### config.mk
export PLATFORM = sky130hd
export DESIGN_NAME = url_percent_decoder_top
export DESIGN_NICKNAME = d
export VERILOG_FILES = /design/src/hw/rtl/upd_pkg.sv /design/src/hw/rtl/upd_apb_regs.sv /design/src/hw/rtl/upd_decode.sv /design/src/hw/rtl/url_percent_decoder_top.sv
export VERILOG_INCLUDE_DIRS = /design/src /design/src/hw/rtl
export SDC_FILE = /design/constraint.sdc
export NUM_CORES = 1
export LEC_CHECK = 0
export BUFFER_PORTS_ARGS = -buffer_cell sky130_fd_sc_hd__buf_4
export CORE_ASPECT_RATIO = 1.75
export CORE_MARGIN = 2
export CORE_UTILIZATION = 48
export DETAILED_ROUTE_END_ITERATION = 8
export GPL_TIMING_DRIVEN = 0
export PLACE_DENSITY_LB_ADDON = 0.12
export SLEW_MARGIN = 20
export SYNTH_ARGS = -nofsm -noshare
export SYNTH_HDL_FRONTEND = slang
export SYNTH_SLANG_ARGS = --single-unit
### constraint.sdc
create_clock -name i_clk -period 5.25 [get_ports i_clk]
set_clock_uncertainty 0.05 [all_clocks]
set_input_delay 0.525 -clock i_clk [delete_from_list [all_inputs] [get_ports i_clk]]
set_output_delay 0.525 -clock i_clk [all_outputs]
set_load 0.01 [all_outputs]
### src/hw/rtl/url_percent_decoder_top_assert.svh
// Assertion macros for the URL percent decoder
`ifndef URL_PERCENT_DECODER_TOP_ASSERT_SVH
`define URL_PERCENT_DECODER_TOP_ASSERT_SVH

// Same-cycle implication, sampled on i_clk, off during reset
`define UPD_ASSERT_NOW(label, ante, cons, msg) \
    label: assert property (@(posedge i_clk) disable iff (!i_rst_n) \
        (ante) |-> (cons)) else $error(msg);

// Next-cycle implication, sampled on i_clk, off during reset
`define UPD_ASSERT_NEXT(label, ante, cons, msg) \
    label: assert property (@(posedge i_clk) disable iff (!i_rst_n) \
        (ante) |=> (cons)) else $error(msg);

`endif

### src/hw/rtl/upd_pkg.sv
package upd_pkg;

    localparam int unsigned APB_ADDR_W = 3;
    localparam int unsigned APB_DATA_W = 32;

    localparam logic REG_COMPAT_MODE = 1'b0;

    typedef struct packed {
        logic [7:0] in_char;
        logic       is_last;
    } t_in_item;

    typedef struct packed {
        logic [7:0] out_byte;
        logic       byte_valid;
        logic       string_end;
        logic       decode_error;
    } t_out_item;

    typedef enum logic [1:0] {
        ESC_IDLE = 2'd0,
        ESC_HIGH = 2'd1,
        ESC_LOW  = 2'd2
    } t_esc_phase;

endpackage

### src/hw/rtl/upd_apb_regs.sv
module upd_apb_regs
    import upd_pkg::*;
(
    input  logic                  i_clk,
    input  logic                  i_rst_n,
    input  logic                  psel,
    input  logic                  penable,
    input  logic                  pwrite,
    input  logic [APB_ADDR_W-1:0] paddr,
    input  logic [APB_DATA_W-1:0] pwdata,
    output logic [APB_DATA_W-1:0] prdata,
    output logic                  pready,
    output logic                  o_compat_mode
);

    logic r_compat_mode;
    logic w_hit;

    assign w_hit  = (paddr[2] == REG_COMPAT_MODE);
    assign pready = 1'b1;

    always_ff @(posedge i_clk) begin
        if (!i_rst_n) begin
            r_compat_mode <= 1'b0;
        end else if (psel && penable && pwrite && pready && w_hit) begin
            r_compat_mode <= pwdata[0];
        end
    end

    assign prdata        = w_hit ? {{(APB_DATA_W-1){1'b0}}, r_compat_mode} : '0;
    assign o_compat_mode = r_compat_mode;

endmodule

### src/hw/rtl/upd_decode.sv
module upd_decode
    import upd_pkg::*;
(
    input  logic      i_clk,
    input  logic      i_rst_n,
    input  logic      i_adv,
    input  t_in_item  i_item,
    input  logic      i_compat_mode,
    output t_out_item o_result
);

    localparam logic [7:0] CH_PERCENT = 8'h25;
    localparam logic [7:0] CH_PLUS    = 8'h2B;
    localparam logic [7:0] CH_SPACE   = 8'h20;

    function automatic logic [4:0] hex_value(input logic [7:0] c);
        logic [4:0] v;
        v = '0;
        if (c >= 8'h30 && c <= 8'h39) begin
            v = {1'b1, 4'(c - 8'h30)};
        end else if (c >= 8'h41 && c <= 8'h46) begin
            v = {1'b1, 4'(c - 8'h37)};
        end else if (c >= 8'h61 && c <= 8'h66) begin
            v = {1'b1, 4'(c - 8'h57)};
        end
        return v;
    endfunction

    t_esc_phase r_phase, n_phase, w_step_phase;
    logic [3:0] r_nibble, n_nibble, w_step_nibble;
    logic       r_failed, n_failed, w_step_failed;
    logic [4:0] w_hex;

    assign w_hex = hex_value(i_item.in_char);

    always_comb begin
        w_step_phase  = r_phase;
        w_step_nibble = r_nibble;
        w_step_failed = r_failed;
        if (!r_failed) begin
            unique case (r_phase)
                ESC_HIGH: begin
                    if (w_hex[4]) begin
                        w_step_nibble = w_hex[3:0];
                        w_step_phase  = ESC_LOW;
                    end else begin
                        w_step_failed = 1'b1;
                    end
                end
                ESC_LOW: begin
                    if (w_hex[4]) begin
                        w_step_phase = ESC_IDLE;
                    end else begin
                        w_step_failed = 1'b1;
                    end
                end
                default: begin
                    w_step_phase = (i_item.in_char == CH_PERCENT) ? ESC_HIGH : ESC_IDLE;
                end
            endcase
        end
        n_phase  = w_step_phase;
        n_nibble = w_step_nibble;
        n_failed = w_step_failed;
        if (i_item.is_last) begin
            n_phase  = ESC_IDLE;
            n_nibble = '0;
            n_failed = 1'b0;
        end
    end

    always_comb begin
        o_result            = '0;
        o_result.string_end = i_item.is_last;
        if (!r_failed) begin
            unique case (r_phase)
                ESC_HIGH: begin
                    o_result.byte_valid = 1'b0;
                end
                ESC_LOW: begin
                    if (w_hex[4]) begin
                        o_result.out_byte   = {r_nibble, w_hex[3:0]};
                        o_result.byte_valid = 1'b1;
                    end
                end
                default: begin
                    if (i_item.in_char != CH_PERCENT) begin
                        o_result.byte_valid = 1'b1;
                        o_result.out_byte   = (i_item.in_char == CH_PLUS && !i_compat_mode)
                                            ? CH_SPACE : i_item.in_char;
                    end
                end
            endcase
        end
        o_result.decode_error = i_item.is_last && (w_step_failed || w_step_phase != ESC_IDLE);
    end

    always_ff @(posedge i_clk) begin
        if (!i_rst_n) begin
            r_phase  <= ESC_IDLE;
            r_nibble <= '0;
            r_failed <= 1'b0;
        end else if (i_adv) begin
            r_phase  <= n_phase;
            r_nibble <= n_nibble;
            r_failed <= n_failed;
        end
    end

endmodule

### src/hw/rtl/url_percent_decoder_top.sv
// Channel   Direction  Handshake                  Payload
// request   in         i_in_valid / o_in_ready    i_in_item  (t_in_item)
// result    out        o_out_valid / i_out_ready  o_out_item (t_out_item)
// config    in         APB psel/penable/pready    paddr, pwdata, prdata
//
// One request per cycle unless stalled, one result per request.
// The escape state registers (phase, nibble, failed) are the only loop in the decoder.
// Synchronous active-low reset clears the stage valids, escape state and compat_mode.
// A stalled result holds in the output register; the input register keeps
// accepting until both stages are full.
module url_percent_decoder_top
    import upd_pkg::*;
(
    input  logic                  i_clk,
    input  logic                  i_rst_n,
    input  logic                  i_in_valid,
    output logic                  o_in_ready,
    input  t_in_item              i_in_item,
    output logic                  o_out_valid,
    input  logic                  i_out_ready,
    output t_out_item             o_out_item,
    input  logic                  psel,
    input  logic                  penable,
    input  logic                  pwrite,
    input  logic [APB_ADDR_W-1:0] paddr,
    input  logic [APB_DATA_W-1:0] pwdata,
    output logic [APB_DATA_W-1:0] prdata,
    output logic                  pready
);

`include "url_percent_decoder_top_assert.svh"

    logic      r_in_valid;
    t_in_item  r_in_item;
    logic      r_out_valid;
    t_out_item r_out_item;
    t_out_item w_result;
    logic      w_out_adv;
    logic      w_move;
    logic      w_compat_mode;

    upd_apb_regs u_regs (
        .i_clk         (i_clk),
        .i_rst_n       (i_rst_n),
        .psel          (psel),
        .penable       (penable),
        .pwrite        (pwrite),
        .paddr         (paddr),
        .pwdata        (pwdata),
        .prdata        (prdata),
        .pready        (pready),
        .o_compat_mode (w_compat_mode)
    );

    upd_decode u_decode (
        .i_clk         (i_clk),
        .i_rst_n       (i_rst_n),
        .i_adv         (w_move),
        .i_item        (r_in_item),
        .i_compat_mode (w_compat_mode),
        .o_result      (w_result)
    );

    assign w_out_adv  = !r_out_valid || i_out_ready;
    assign w_move     = r_in_valid && w_out_adv;
    assign o_in_ready = !r_in_valid || w_out_adv;

    always_ff @(posedge i_clk) begin
        if (!i_rst_n) begin
            r_in_valid  <= 1'b0;
            r_out_valid <= 1'b0;
        end else begin
            if (o_in_ready) begin
                r_in_valid <= i_in_valid;
            end
            if (w_out_adv) begin
                r_out_valid <= r_in_valid;
            end
        end
    end

    always_ff @(posedge i_clk) begin
        if (i_in_valid && o_in_ready) begin
            r_in_item <= i_in_item;
        end
        if (w_move) begin
            r_out_item <= w_result;
        end
    end

    assign o_out_valid = r_out_valid;
    assign o_out_item  = r_out_item;

    `UPD_ASSERT_NOW(a_no_byte_zero, r_out_valid && !r_out_item.byte_valid,
        r_out_item.out_byte == 8'h00, "out_byte set without byte_valid")
    `UPD_ASSERT_NOW(a_error_only_at_end, r_out_valid && !r_out_item.string_end,
        !r_out_item.decode_error, "decode_error outside string_end")
    `UPD_ASSERT_NOW(a_stall_only_when_full, !o_in_ready,
        r_in_valid && r_out_valid, "input stalled with a free stage")
    `UPD_ASSERT_NEXT(a_move_fills_output, w_move,
        r_out_valid, "advanced request lost before output")

endmodule

; After elaboration in Yosys (flattened, before gate mapping)
; Index checks and enable logic that the tools add are counted.
[classes]
n_eq_ne = 6
n_lt_le_gt_ge = 6
n_reduce_logical = 21
n_bitwise = 1
n_mux = 23
add_sub_neg = 3
[op_table]
columns = operator, n
row1 = $mux 9, 2
row2 = $eq 8x6->1 const B, 2
row3 = $ge 8x7->1 const B, 2
row4 = $le 8x7->1 const B, 2
row5 = $mux 4, 4
row6 = $pmux 8 s2, 1
row7 = $mux 5, 3
row8 = $logic_and 1x1->1, 10
row9 = $ge 8x6->1 const B, 1
row10 = $le 8x6->1 const B, 1
row11 = $mux 2, 4
row12 = $mux 8, 1
row13 = $ne 8x6->1 const B, 1
row14 = $sub 4x3->4 const B, 2
row15 = $mux 1, 6
row16 = $reduce_bool 2->1, 3
row17 = $pmux 2 s2, 1
row18 = $reduce_and 4->1, 1
row19 = $sub 4x1->4 const B, 1
row20 = $logic_not 1->1, 3
row21 = $logic_or 1x1->1, 3
row22 = $eq 2x1->1 const B, 1
row23 = $eq 2x2->1 const B, 1
row24 = $ne 2x2->1 const B, 1
row25 = 3 further kinds, 3
[totals]
wordCells = 72
input_bits = 51
out_inout_bits = 46
reg_bits = 30

; Longest topological paths before layout
; Gate-level depths: netlist of run 1.
[depth]
ltp_word = 11
ltp_mapped = 7
depth_no_buf = 7

; Cells and area by module
; A second synthesis of run 1 with hierarchy kept.
[unflattened]
cells_unflattened = 170
area_unflattened_um2 = 1795.5
[modules_own_cells]
columns = mod, seq_area_each_um2, instances, cells_each, area_per_inst_um2
row1 = upd_decode, 140.1, 1, 101, 775.7
row2 = url_percent_decoder_top, 640.6, 1, 29, 704.4
row3 = upd_apb_regs, 20.0, 1, 40, 315.3

; Worst setup path before layout of run 1
; No wires, ideal clock.
[synth_path]
path_kind = reg2reg
startpoint = register r_in_item[1] in the netlist's numbering
endpoint = register r_out_item, in the netlist o_out_item[4] (data pin)
arrival_ns = 1.550
slack_ns = 3.384
setup_ns = 0.266
t_required_ns = 4.934
path_stages_with_launch = 8
synth_period_minus_slack_ns = 1.866
n_path_buf = 0
cell_sequence = edfxtp_1 > inv_1 > ha_1 > inv_1 > o311ai_4 > o22ai_1 > a22oi_1 > nor2_1
[synth_via]
elab_chain_len = 7
word_cells_on_any_way = 22
classes_between = 3 x add/sub / 6 x order compare / 2 x eq/ne / 7 x mux / 4 x reduce/logical
[synth_rtl]
columns = item, line
row1 = "start, declared", url_percent_decoder_top.sv:34  ; t_in_item r_in_item;
row2 = "start signal, assigned", url_percent_decoder_top.sv:84  ; r_in_item <= i_in_item;
row3 = $ge 8x7->1 / $le 8x7->1 (equally long branches), upd_decode.sv:23  ; end else if (c >= 8'h61 && c <= 8'h66) begin
row4 = $logic_and 1x1->1, upd_decode.sv:23
row5 = $mux 5, upd_decode.sv:23
row6 = $mux 5, upd_decode.sv:21  ; end else if (c >= 8'h41 && c <= 8'h46) begin
row7 = $mux 5, upd_decode.sv:19  ; if (c >= 8'h30 && c <= 8'h39) begin
row8 = $mux 9, upd_decode.sv:81  ; if (w_hex[4]) begin
row9 = $pmux 8 s2 *, upd_decode.sv:76  ; unique case (r_phase)
row10 = "end signal, assigned", url_percent_decoder_top.sv:87  ; r_out_item <= w_result;
row11 = "end, declared", url_percent_decoder_top.sv:36  ; t_out_item r_out_item;
; Mark *: on every way between the ends. The rest lies on a longest branch, timed or not.
; A chain may end at the register's enable or synchronous reset.

; Worst setup path after layout of run 1
[layout_path]
startpoint = register u_decode.r_phase[0]
endpoint = register r_out_item, in the netlist o_out_item[3] (data pin)
[layout_via]
elab_chain_len = 2
word_cells_on_any_way = 3
classes_between = 2 x eq/ne / 1 x mux
[layout_rtl]
columns = item, line
row1 = "start, declared", upd_decode.sv:29  ; t_esc_phase r_phase, n_phase, w_step_phase;
row2 = "start signal, assigned", upd_decode.sv:104  ; r_phase <= n_phase;
row3 = $eq 2x2->1 / $eq 2x1->1 (equally long branches), upd_decode.sv:76
row4 = $pmux 8 s2 *, upd_decode.sv:76
; Marks and branches as above.

==> results of run 1 <==
==> cell families (layout without fill, tap and decap cells) <==
logic type                 count (synthesis)  after routing  synth area share
AOI/OAI and AO/OA                         37             37             0.173
adders and majority gates                  6              6            0.0423
buffers and inverters                     45             84             0.167
DFF                                       30             30             0.451
muxes                                      2              2            0.0113
other                                      2             32           0.00423
and+or+nand+nor                           42             42             0.151
==> cell usage in the layout, fill, tap and decap left out, types with 2 or more instances in the layout <==
cell and count:
buf_4 63, conb_1 32, edfxtp_1 20, nor2_1 14, inv_1 10, dfxtp_1 10
a21oi_1 7, a22oi_1 7, ha_1 6, clkbuf_8 6, nor2b_1 4, nand2_1 4
a32o_1 4, o21ai_0 3, nand2b_1 2, and2_1 2, clkbuf_1 2, o21a_1 2
or2_2 2, nor3_1 2, a21boi_0 2, nand4b_1 2, mux2i_1 2, clkbuf_16 2
==> flip-flops by register name (all words and copies together), names as in the netlist <==
| register | count |
|---|---|
| o_out_valid | 1 |
| u_decode.r_nibble | 4 |
| o_out_item | 11 |
| u_decode.r_phase | 2 |
| r_in_valid | 1 |
| u_regs.o_compat_mode | 1 |
| u_decode.r_failed | 1 |
| r_in_item | 9 |
==> area by class of cell <==
cell class | instances | area share
well taps | 46 | 0.0249
repair buffers | 31 | 0.101
clock buffers | 8 | 0.0574
multi-input cells | 119 | 0.342
plain buffers | 35 | 0.112
flip-flops and latches | 30 | 0.347
inverters | 10 | 0.0163
==> critical path, delay by kind of cell, from the launching register on <==
family	cells	cell delay, ns
AOI/OAI and AO/OA	4	0.92
adders and majority gates	1	0.39
DFF	1	0.38
buffers and inverters	2	0.26
==> power by group <==
part           switching, mW  internal [mW]  leakage, nW
Clock                 0.0818          0.164       0.0678
Sequential           0.00734          0.262        0.269
Combinational         0.0365         0.0389        0.703
==> cell usage after synthesis (2+ instances only) <==
cell / number / share of area
buf_4: 32 / 0.14
edfxtp_1: 20 / 0.34
nor2_1: 14 / 0.030
dfxtp_1: 10 / 0.11
inv_1: 10 / 0.021
a21oi_1: 7 / 0.020
a22oi_1: 7 / 0.030
ha_1: 6 / 0.042
a32o_1: 4 / 0.023
nand2_1: 4 / 0.0085
nor2b_1: 4 / 0.014
o21ai_0: 3 / 0.0085
a21boi_0: 2 / 0.0085
and2_1: 2 / 0.0071
clkbuf_1: 2 / 0.0042
conb_1: 2 / 0.0042
mux2i_1: 2 / 0.011
nand2b_1: 2 / 0.0071
nand4b_1: 2 / 0.0099
nor3_1: 2 / 0.0056
o21a_1: 2 / 0.0085
or2_2: 2 / 0.0071
==> stage by stage <==
stage,cells,util
floorplan,194,-
global placement,271,0.606
detailed placement,271,0.606
CTS,279,0.643
global route,279,0.643
finish,279,0.643
==> how the worst max path moves through the flow <==
stage	startpoint	endpoint	slack, ns	cells past startpoint
after global routing	u_decode.r_phase[0]	o_out_item[3]	2.95	7
after CTS	u_decode.r_phase[0]	o_out_item[3]	3.09	7
after floorplan	r_in_item[1]	o_out_item[4]	3.38	7
after global placement	r_in_item[1]	o_out_item[4]	3.13	7
after detailed placement	u_decode.r_phase[0]	o_out_item[3]	3.12	7
final	u_decode.r_phase[0]	o_out_item[3]	3.10	7
==> layer usage <==
metal | up-vias | part of all wire | track usage
met2 | 46 | 0.59 | 0.331
met1 | 580 | 0.33 | 0.145
li1 | 658 | - | -
met4 | 0 | 0.018 | 0.104
met5 | - | 0 | 0
met3 | 6 | 0.059 | 0.0374
==> impl_metrics.env, run 1 <==
export IMPL_clock_path_buffers=2
export IMPL_synth_seq_area_share=0.451
export IMPL_area_growth_pct=30.2
export IMPL_slew_headroom=0.655
export IMPL_grt_pass1_vias=1220
export IMPL_gp_congestion=0.811
export IMPL_drive_gt1_frac=0.361
export IMPL_rr_endpoint="o_out_item[3]"
export IMPL_dpl_cell_area_sq_mm=0.00218
export IMPL_clk_insertion_delay_late_ns=0.28
export IMPL_async_reset_ff_frac=0
export IMPL_vias_per_cell=4.62
export IMPL_hold_viol=0
export IMPL_ir_drop_mv=0.302
export IMPL_setup_violations=0
export IMPL_power_leakage_nw=1.04
export IMPL_worstPathMaxFanout=6
export IMPL_numPortBuffers=31
export IMPL_multiInputGateArea_sq_um=790
export IMPL_ff_latch_area_sq_um=801
export IMPL_hold_end="r_in_item[5]"
export IMPL_worst_path_most_repeated_cell="inv_1"
export IMPL_endpoint_kind="register"
export IMPL_synth_edf_count=20
export IMPL_cts_buffers=5
export IMPL_n_fill_cell=315
export IMPL_fp_dieW_microns=50.0
export IMPL_max_cap_violations=0
export IMPL_track_usage=0.169
export IMPL_vias=1290
export IMPL_antenna_cells=0
export IMPL_cp_slowest_cell="ha_1"
export IMPL_rsz0062_at_grt="false"
export IMPL_yosysWarnings=0
export IMPL_syn_area_per_cell_sq_um=10.8
export IMPL_grt_max_degree=17
export IMPL_period_minus_slack_ns=2.15
export IMPL_worst_slack_ns=3.10
export IMPL_design_area_sq_mm=0.00231
export IMPL_dpl_hpwl_microns=2670
export IMPL_drtAntennaViolNets=0
export IMPL_cp_cell_sequence="inv_1 -> ha_1 -> inv_1 -> a41oi_2 -> a21boi_0 -> o21ai_0 -> a21oi_1"
export IMPL_r2r_start="u_decode.r_phase[0]"
export IMPL_wl_per_cell_microns=11.8
export IMPL_totalWireLength_microns=3300
export IMPL_cts_sinks=30
export IMPL_first_pass_iters=4
export IMPL_cpPeakStageDelay_ns=0.39
export IMPL_hold_buffers=0
export IMPL_p_total_mw=0.591
export IMPL_synth_cell_types=45
export IMPL_core_area_sq_mm=0.00359
export IMPL_ys_ff_latch=30
export IMPL_tns_ns=0
export IMPL_final_period_utilization=0.410
export IMPL_drc=0
export IMPL_max_freq_ghz=0.464
export IMPL_worst_ep_required_time_ns=5.33
export IMPL_die_height_microns=84.4
export IMPL_post_cts_resized=0
export IMPL_drt_iter0_drc=41
export IMPL_hp_start="i_in_item[5]"
export IMPL_die_area_sq_mm=0.00422
export IMPL_cp_arrival_ns=2.23
export IMPL_grt_pass1_wl_microns=5320
export IMPL_ff2ff_setup_slack_ns=3.10
export IMPL_min_path_type="input port to register"
export IMPL_antenna_found_initial=0
export IMPL_r2r_cells=7
export IMPL_cts_setup_buffers=0
export IMPL_io_pins=97
export IMPL_grt_overflow=0
export IMPL_tightest_slew_ns=0.517
export IMPL_cts_max_level=2
export IMPL_syn_area_sq_mm=0.00177
export IMPL_cts_tree="done"
export IMPL_start_util=0.494
export IMPL_holdPathStages=1
export IMPL_syn_inst=164
export IMPL_fin_nets=289
export IMPL_power_density_mw_per_mm2=256
export IMPL_hold_slack_ns=0.367
export IMPL_slew_viol_final=0
export IMPL_post_place_ws_ns=3.12
export IMPL_start_kind="register"
export IMPL_outcome="completed"
export IMPL_synth_flop_cell="edfxtp_1"
export IMPL_path_clk_slew_ns=0.06
export IMPL_rows=29
export IMPL_critical_path_class="register to register"
export IMPL_root_buffer="clkbuf_8"
Power figures use the tool's default switching activity.
==> run 2: changes to the inputs <==
--- a/config.mk
+++ b/config.mk
@@ -9,7 +9,7 @@
 export BUFFER_PORTS_ARGS = -buffer_cell sky130_fd_sc_hd__buf_4
 export CORE_ASPECT_RATIO = 1.75
 export CORE_MARGIN = 2
-export CORE_UTILIZATION = 48
+export CORE_UTILIZATION = 40
 export DETAILED_ROUTE_END_ITERATION = 8
 export GPL_TIMING_DRIVEN = 0
 export PLACE_DENSITY_LB_ADDON = 0.12
==> constraint.sdc (replaced) <==
create_clock -name i_clk -period 1.8 [get_ports i_clk]
set_clock_uncertainty 0.05 [all_clocks]
set_input_delay 0.18 -clock i_clk [delete_from_list [all_inputs] [get_ports i_clk]]
set_output_delay 0.18 -clock i_clk [all_outputs]
set_load 0.01 [all_outputs]
==> run 2 against run 1 <==
  * Critical path depth fell by 2
  * Clock power rose by 120%
  * Fmax rose by 18%
  * Largest power group unchanged
  * Hold slack got worse by 0.35 ns
  * Via count rose by 5.8%
  * Sequential share of layout area fell by 3.8 points
  * Global-route usage fell by 1.6 points
  * Total power rose to 2.7 times the previous value
  * Sequential power rose to 2.9 times the previous value
  * Setup slack got worse by 3.1 ns
  * Design area rose by 13%
  * The flow now finishes with violations (setup timing)
==> impl_metrics.env, run 2 (synthesis results as in run 1) <==
export IMPL_cts_max_level=2
export IMPL_slew_viol_final=0
export IMPL_antenna_cells=0
export IMPL_top_layer="met4"
export IMPL_setup_violations=8
export IMPL_cts_buffers=5
export IMPL_min_path_type="input port to register"
export IMPL_fp_dieW_microns=54.3
export IMPL_gp_congestion=0.825
export IMPL_track_usage=0.153
export IMPL_vias=1365
export IMPL_area_growth_pct=46.6
export IMPL_start_util=0.410
export IMPL_final_common_cell="buf_4"
export IMPL_numPortBuffers=31
export IMPL_grt_max_degree=17
export IMPL_grt_pass1_wl_microns=5540
export IMPL_core_area_sq_mm=0.00432
export IMPL_cp_cell_sequence="nor4b_4 -> o311ai_4 -> buf_4 -> or3_1 -> a21oi_2"
export IMPL_hold_slack_ns=0.0222
export IMPL_drt_iter0_drc=31
export IMPL_max_freq_ghz=0.545
export IMPL_route_met3_wl_microns=211
export IMPL_max_cap_violations=0
export IMPL_layout_common_cells="83 x buf_4, 32 x conb_1, 20 x edfxtp_1"
export IMPL_endpoint_kind="register"
export IMPL_clk_insertion_delay_late_ns=0.28
export IMPL_dpl_hpwl_microns=2590
export IMPL_path_clk_slew_ns=0.06
export IMPL_cpPeakStageDelay_ns=0.50
export IMPL_start_kind="register"
export IMPL_tns_ns=-0.157
export IMPL_root_buffer="clkbuf_8"
export IMPL_dpl_cell_area_sq_mm=0.00220
export IMPL_n_fill_cell=377
export IMPL_drc=0
export IMPL_io_pins=97
export IMPL_r2r_cells=5
export IMPL_fin_util=0.602
export IMPL_cp_slowest_cell="edfxtp_1"
export IMPL_drive_gt1_frac=0.490
export IMPL_cp_arrival_ns=1.92
export IMPL_grt_pass1_vias=1194
export IMPL_violations="setup timing"
export IMPL_period_minus_slack_ns=1.83
export IMPL_rsz0062_at_grt="true"
export IMPL_totalWireLength_microns=3560
export IMPL_final_period_utilization=1.02
export IMPL_wl_met1_microns=1200
export IMPL_power_leakage_nw=1.15
export IMPL_fin_nets=311
export IMPL_hold_viol=0
export IMPL_largest_reg_flops=11
export IMPL_grt_overflow=0
export IMPL_first_pass_iters=4
export IMPL_die_height_microns=92.1
export IMPL_worst_ep_required_time_ns=1.89
export IMPL_worst_slack_ns=-0.0338
export IMPL_clock_path_buffers=2
export IMPL_ff_latch_area_sq_um=802
export IMPL_wl_met2_microns=2010
export IMPL_vias_per_cell=4.46
export IMPL_cts_tree="done"
export IMPL_antenna_found_initial=0
export IMPL_ir_drop_mv=0.553
export IMPL_critical_path_class="register to register"
export IMPL_hold_buffers=0
export IMPL_multiInputGateArea_sq_um=930
export IMPL_design_area_sq_mm=0.00260
export IMPL_cts_sinks=30
export IMPL_holdPathStages=1
export IMPL_outcome="finished, violations left"
export IMPL_wl_per_cell_microns=11.6
export IMPL_rows=32
export IMPL_worstPathMaxFanout=4
export IMPL_die_area_sq_mm=0.00501
export IMPL_power_density_mw_per_mm2=619
export IMPL_drtAntennaViolNets=0
==> run 2: cell count changes in the layout (fill, tap and decap cells not counted), moves of 2 or more <==
| cell | change |
|---|---|
| a21boi_0 | -2 |
| a22oi_1 | -3 |
| a21oi_1 | -2 |
| inv_1 | -5 |
| buf_4 | +20 |
| clkbuf_16 | -2 |
| inv_2 | +4 |
| ha_1 | -3 |
| a21oi_2 | +2 |
| ha_4 | +3 |
| a22oi_2 | +3 |
==> run 2: power by group <==
group	switching, mW	internal, mW
combinational	0.126	0.152
sequential	0.0229	0.765
clock	0.237	0.307
total	0.386	1.22
==> run 2: metrics by stage <==
step | setup WS (ns) | power, mW | instances
finish | -0.0338 | 1.61 | 306
global route | -0.130 | 1.69 | 306
CTS | -0.0392 | 1.59 | 293
detailed placement | -0.332 | 1.02 | 276
global placement | -0.298 | 1.02 | 276
floorplan | -0.0210 | 0.955 | 194
==> run 2: worst paths after layout <==
| path | slack (ns) | to | start |
|---|---|---|---|
| setup / recovery | -0.03 | o_out_item[3] | r_in_item[8] |
| setup reg to reg | -0.03 | o_out_item[3] | r_in_item[8] |
| hold reg to reg | 0.46 | u_decode.r_nibble[3] | u_decode.r_nibble[3] |
| hold / removal | 0.02 | r_in_item[5] | i_in_item[5] |
==> run 2: layer usage <==
metal  global-route usage  up-vias
met5                    0        -
met4               0.0813        0
met3               0.0391       14
met2                0.267       55
met1                0.155      592
li1                     -      704
==> run 2: worst max-delay path, delay by kind of cell (launching register included) <==
kind / cells / cell delay [ns]
AND/OR/NAND/NOR: 2 / 0.70
flip-flops: 1 / 0.50
AO/OA/AOI/OAI: 2 / 0.27
buffers and inverters: 1 / 0.17
==> run 2: repair_timing <==
action | CTS | global route
buffers inserted | 9 | 13
pin swaps | 10 | 15
setup endpoints to repair | 16 | 16
resized for setup | 17 | 11
endpoints found under the hold margin | 0 | 0
==> run 2: cell type report <==
type / count / share of cell area
clock inverters: 1 / 0.00192
multi-input cells: 119 / 0.357
plain buffers: 35 / 0.0996
repair buffers: 53 / 0.159
flip-flops and latches: 30 / 0.308
well taps: 51 / 0.0245
clock buffers: 7 / 0.0332
inverters: 10 / 0.0159
==> run 3: changes to the inputs <==
--- a/config.mk
+++ b/config.mk
@@ -8,8 +8,8 @@
 export LEC_CHECK = 0
 export BUFFER_PORTS_ARGS = -buffer_cell sky130_fd_sc_hd__buf_4
 export CORE_ASPECT_RATIO = 1.75
-export CORE_MARGIN = 2
-export CORE_UTILIZATION = 40
+export CORE_MARGIN = 1
+export CORE_UTILIZATION = 48
 export DETAILED_ROUTE_END_ITERATION = 8
 export GPL_TIMING_DRIVEN = 0
 export PLACE_DENSITY_LB_ADDON = 0.12
==> constraint.sdc (replaced) <==
create_clock -name i_clk -period 2.15 [get_ports i_clk]
set_clock_uncertainty 0.05 [all_clocks]
set_input_delay 0.215 -clock i_clk [delete_from_list [all_inputs] [get_ports i_clk]]
set_output_delay 0.215 -clock i_clk [all_outputs]
set_load 0.01 [all_outputs]
==> run 3 against run 2 <==
  * Largest power group unchanged
  * Combinational power fell by 30%
  * Utilization up 6.5 points
  * Fmax fell by 12%
  * Via count increased by 0.66%
  * Critical path depth rose by 3
  * The run now ends clean
  * Largest cell class unchanged
==> impl_metrics.env, run 3 (synthesis results as in run 1) <==
export IMPL_endpoint_kind="register"
export IMPL_root_buffer="clkbuf_8"
export IMPL_switching_share=0.234
export IMPL_clk_insertion_delay_late_ns=0.28
export IMPL_power_leakage_nw=1.03
export IMPL_start_util=0.512
export IMPL_crit_buf_inv=3
export IMPL_hold_buffers=0
export IMPL_cts_tree="done"
export IMPL_core_area_sq_mm=0.00347
export IMPL_p_int_mw=0.970
export IMPL_grt_max_degree=17
export IMPL_grt_overflow=0
export IMPL_area_growth_pct=30.3
export IMPL_slew_viol_final=0
export IMPL_period_minus_slack_ns=2.08
export IMPL_outcome="completed"
export IMPL_pwr_share_comb=0.153
export IMPL_io_pins=97
export IMPL_antenna_found_initial=0
export IMPL_min_path_type="input port to register"
export IMPL_clock_power_share=0.325
export IMPL_cts_sinks=30
export IMPL_totalWireLength_microns=3400
export IMPL_grt_pass1_vias=1234
export IMPL_tightest_slew_ns=0.518
export IMPL_drc=0
export IMPL_track_usage=0.189
export IMPL_r2r_cells=8
export IMPL_hold_slack_ns=0.0591
export IMPL_setup_violations=0
export IMPL_holdPathStages=1
export IMPL_ir_drop_mv=0.533
export IMPL_slew_headroom=0.654
export IMPL_first_pass_iters=4
export IMPL_clock_path_buffers=2
export IMPL_vias=1374
export IMPL_cp_slowest_cell="edfxtp_1"
export IMPL_dpl_cell_area_sq_mm=0.00218
export IMPL_critical_path_top_delay_family="compound AO/OA/AOI/OAI gates"
export IMPL_cp_num_cells=8
export IMPL_power_switching_mw=0.296
export IMPL_vias_per_cell=4.87
export IMPL_final_period_utilization=0.969
export IMPL_max_cap_violations=0
export IMPL_hold_viol=0
export IMPL_p_total_mw=1.27
export IMPL_max_freq_ghz=0.480
export IMPL_cpPeakStageDelay_ns=0.45
export IMPL_tns_ns=0
export IMPL_fin_nets=293
export IMPL_start_kind="register"
export IMPL_cts_buffers=5
export IMPL_antenna_cells=0
export IMPL_cts_max_level=2
export IMPL_cp_arrival_ns=2.20
export IMPL_die_area_sq_mm=0.00395
export IMPL_seqPwrFrac=0.521
export IMPL_cp_cell_sequence="inv_1 -> ha_1 -> inv_1 -> o311ai_4 -> buf_4 -> nand2_4 -> and4_4 -> a32o_1"
export IMPL_power_density_mw_per_mm2=547
export IMPL_worst_path_most_repeated_cell="inv_1"
export IMPL_gp_congestion=0.859
export IMPL_wl_per_cell_microns=12.1
export IMPL_drtAntennaViolNets=0
export IMPL_worstPathMaxFanout=5
export IMPL_largest_reg_flops=11
export IMPL_rows=28
export IMPL_numPortBuffers=31
export IMPL_layout_common_cells="67 x buf_4, 32 x conb_1, 20 x edfxtp_1"
export IMPL_dpl_hpwl_microns=2700
export IMPL_drt_iter0_drc=35
export IMPL_drive_gt1_frac=0.371
export IMPL_worst_ep_required_time_ns=2.27
export IMPL_design_area_sq_mm=0.00231
export IMPL_die_height_microns=82.4
export IMPL_grt_pass1_wl_microns=5120
export IMPL_fp_dieW_microns=48.0
export IMPL_final_common_cell="buf_4"
export IMPL_critical_path_class="register to register"
export IMPL_path_clk_slew_ns=0.05
==> run 3: per-layer routing <==
layer,share of wire,track usage,wire length [microns],vias to the layer above
li1,-,-,-,669
met1,0.32,0.155,1100,604
met2,0.56,0.350,1900,77
met3,0.062,0.0587,210,24
met4,0.058,0.122,199,0
met5,0,0,0,-
==> run 3: path summary, 6_finish.rpt <==
check / startpoint / end / slack [ns]
hold / removal: i_in_item[0] / r_in_item[0] / 0.06
setup / recovery: r_in_item[1] / u_decode.r_nibble[0] / 0.07
hold reg to reg: u_decode.r_nibble[1] / u_decode.r_nibble[1] / 0.48
setup reg to reg: r_in_item[1] / u_decode.r_nibble[0] / 0.07
==> run 3: power groups by stage <==
stage | clock, mW | combinational (mW) | sequential (mW)
after floorplan | 0 | 0.126 | 0.671
after global placement | 0 | 0.178 | 0.669
after detailed placement | 0 | 0.183 | 0.670
after CTS | 0.425 | 0.183 | 0.658
after global routing | 0.446 | 0.218 | 0.661
final | 0.412 | 0.194 | 0.660
==> run 3: cell type report <==
cell class,count,area [sq um]
inverters,10,37.5
fillers,285,1160
plain buffers,35,259
clock buffers,8,80.1
well taps,45,56.3
multi-input cells,119,816
flip-flops and latches,30,801
repair buffers,35,263
==> run 3: metrics by stage <==
step	setup slack, ns	instances	util
2_1_floorplan	0.284	194	-
3_3_place_gp	0.0218	270	0.627
3_5_place_dp	0.0482	270	0.627
4_1_cts	0.0317	278	0.650
5_1_grt	-0.00705	282	0.667
6_report	0.0675	282	0.667
==> run 3: worst register-to-register path: cells and delay by family, from the launching register on <==
| kind | cells | cell delay [ns] |
|---|---|---|
| AO/OA/AOI/OAI | 2 | 0.52 |
| flip-flops | 1 | 0.45 |
| AND/OR/NAND/NOR | 2 | 0.30 |
| adder cells (fa/ha/maj) | 1 | 0.21 |
| buffers and inverters | 3 | 0.46 |
==> run 3: repair_timing <==
item	CTS	global route
endpoints found under the setup margin	0	8
buffers inserted	0	4
resized for setup	0	6
hold endpoints to repair	0	0
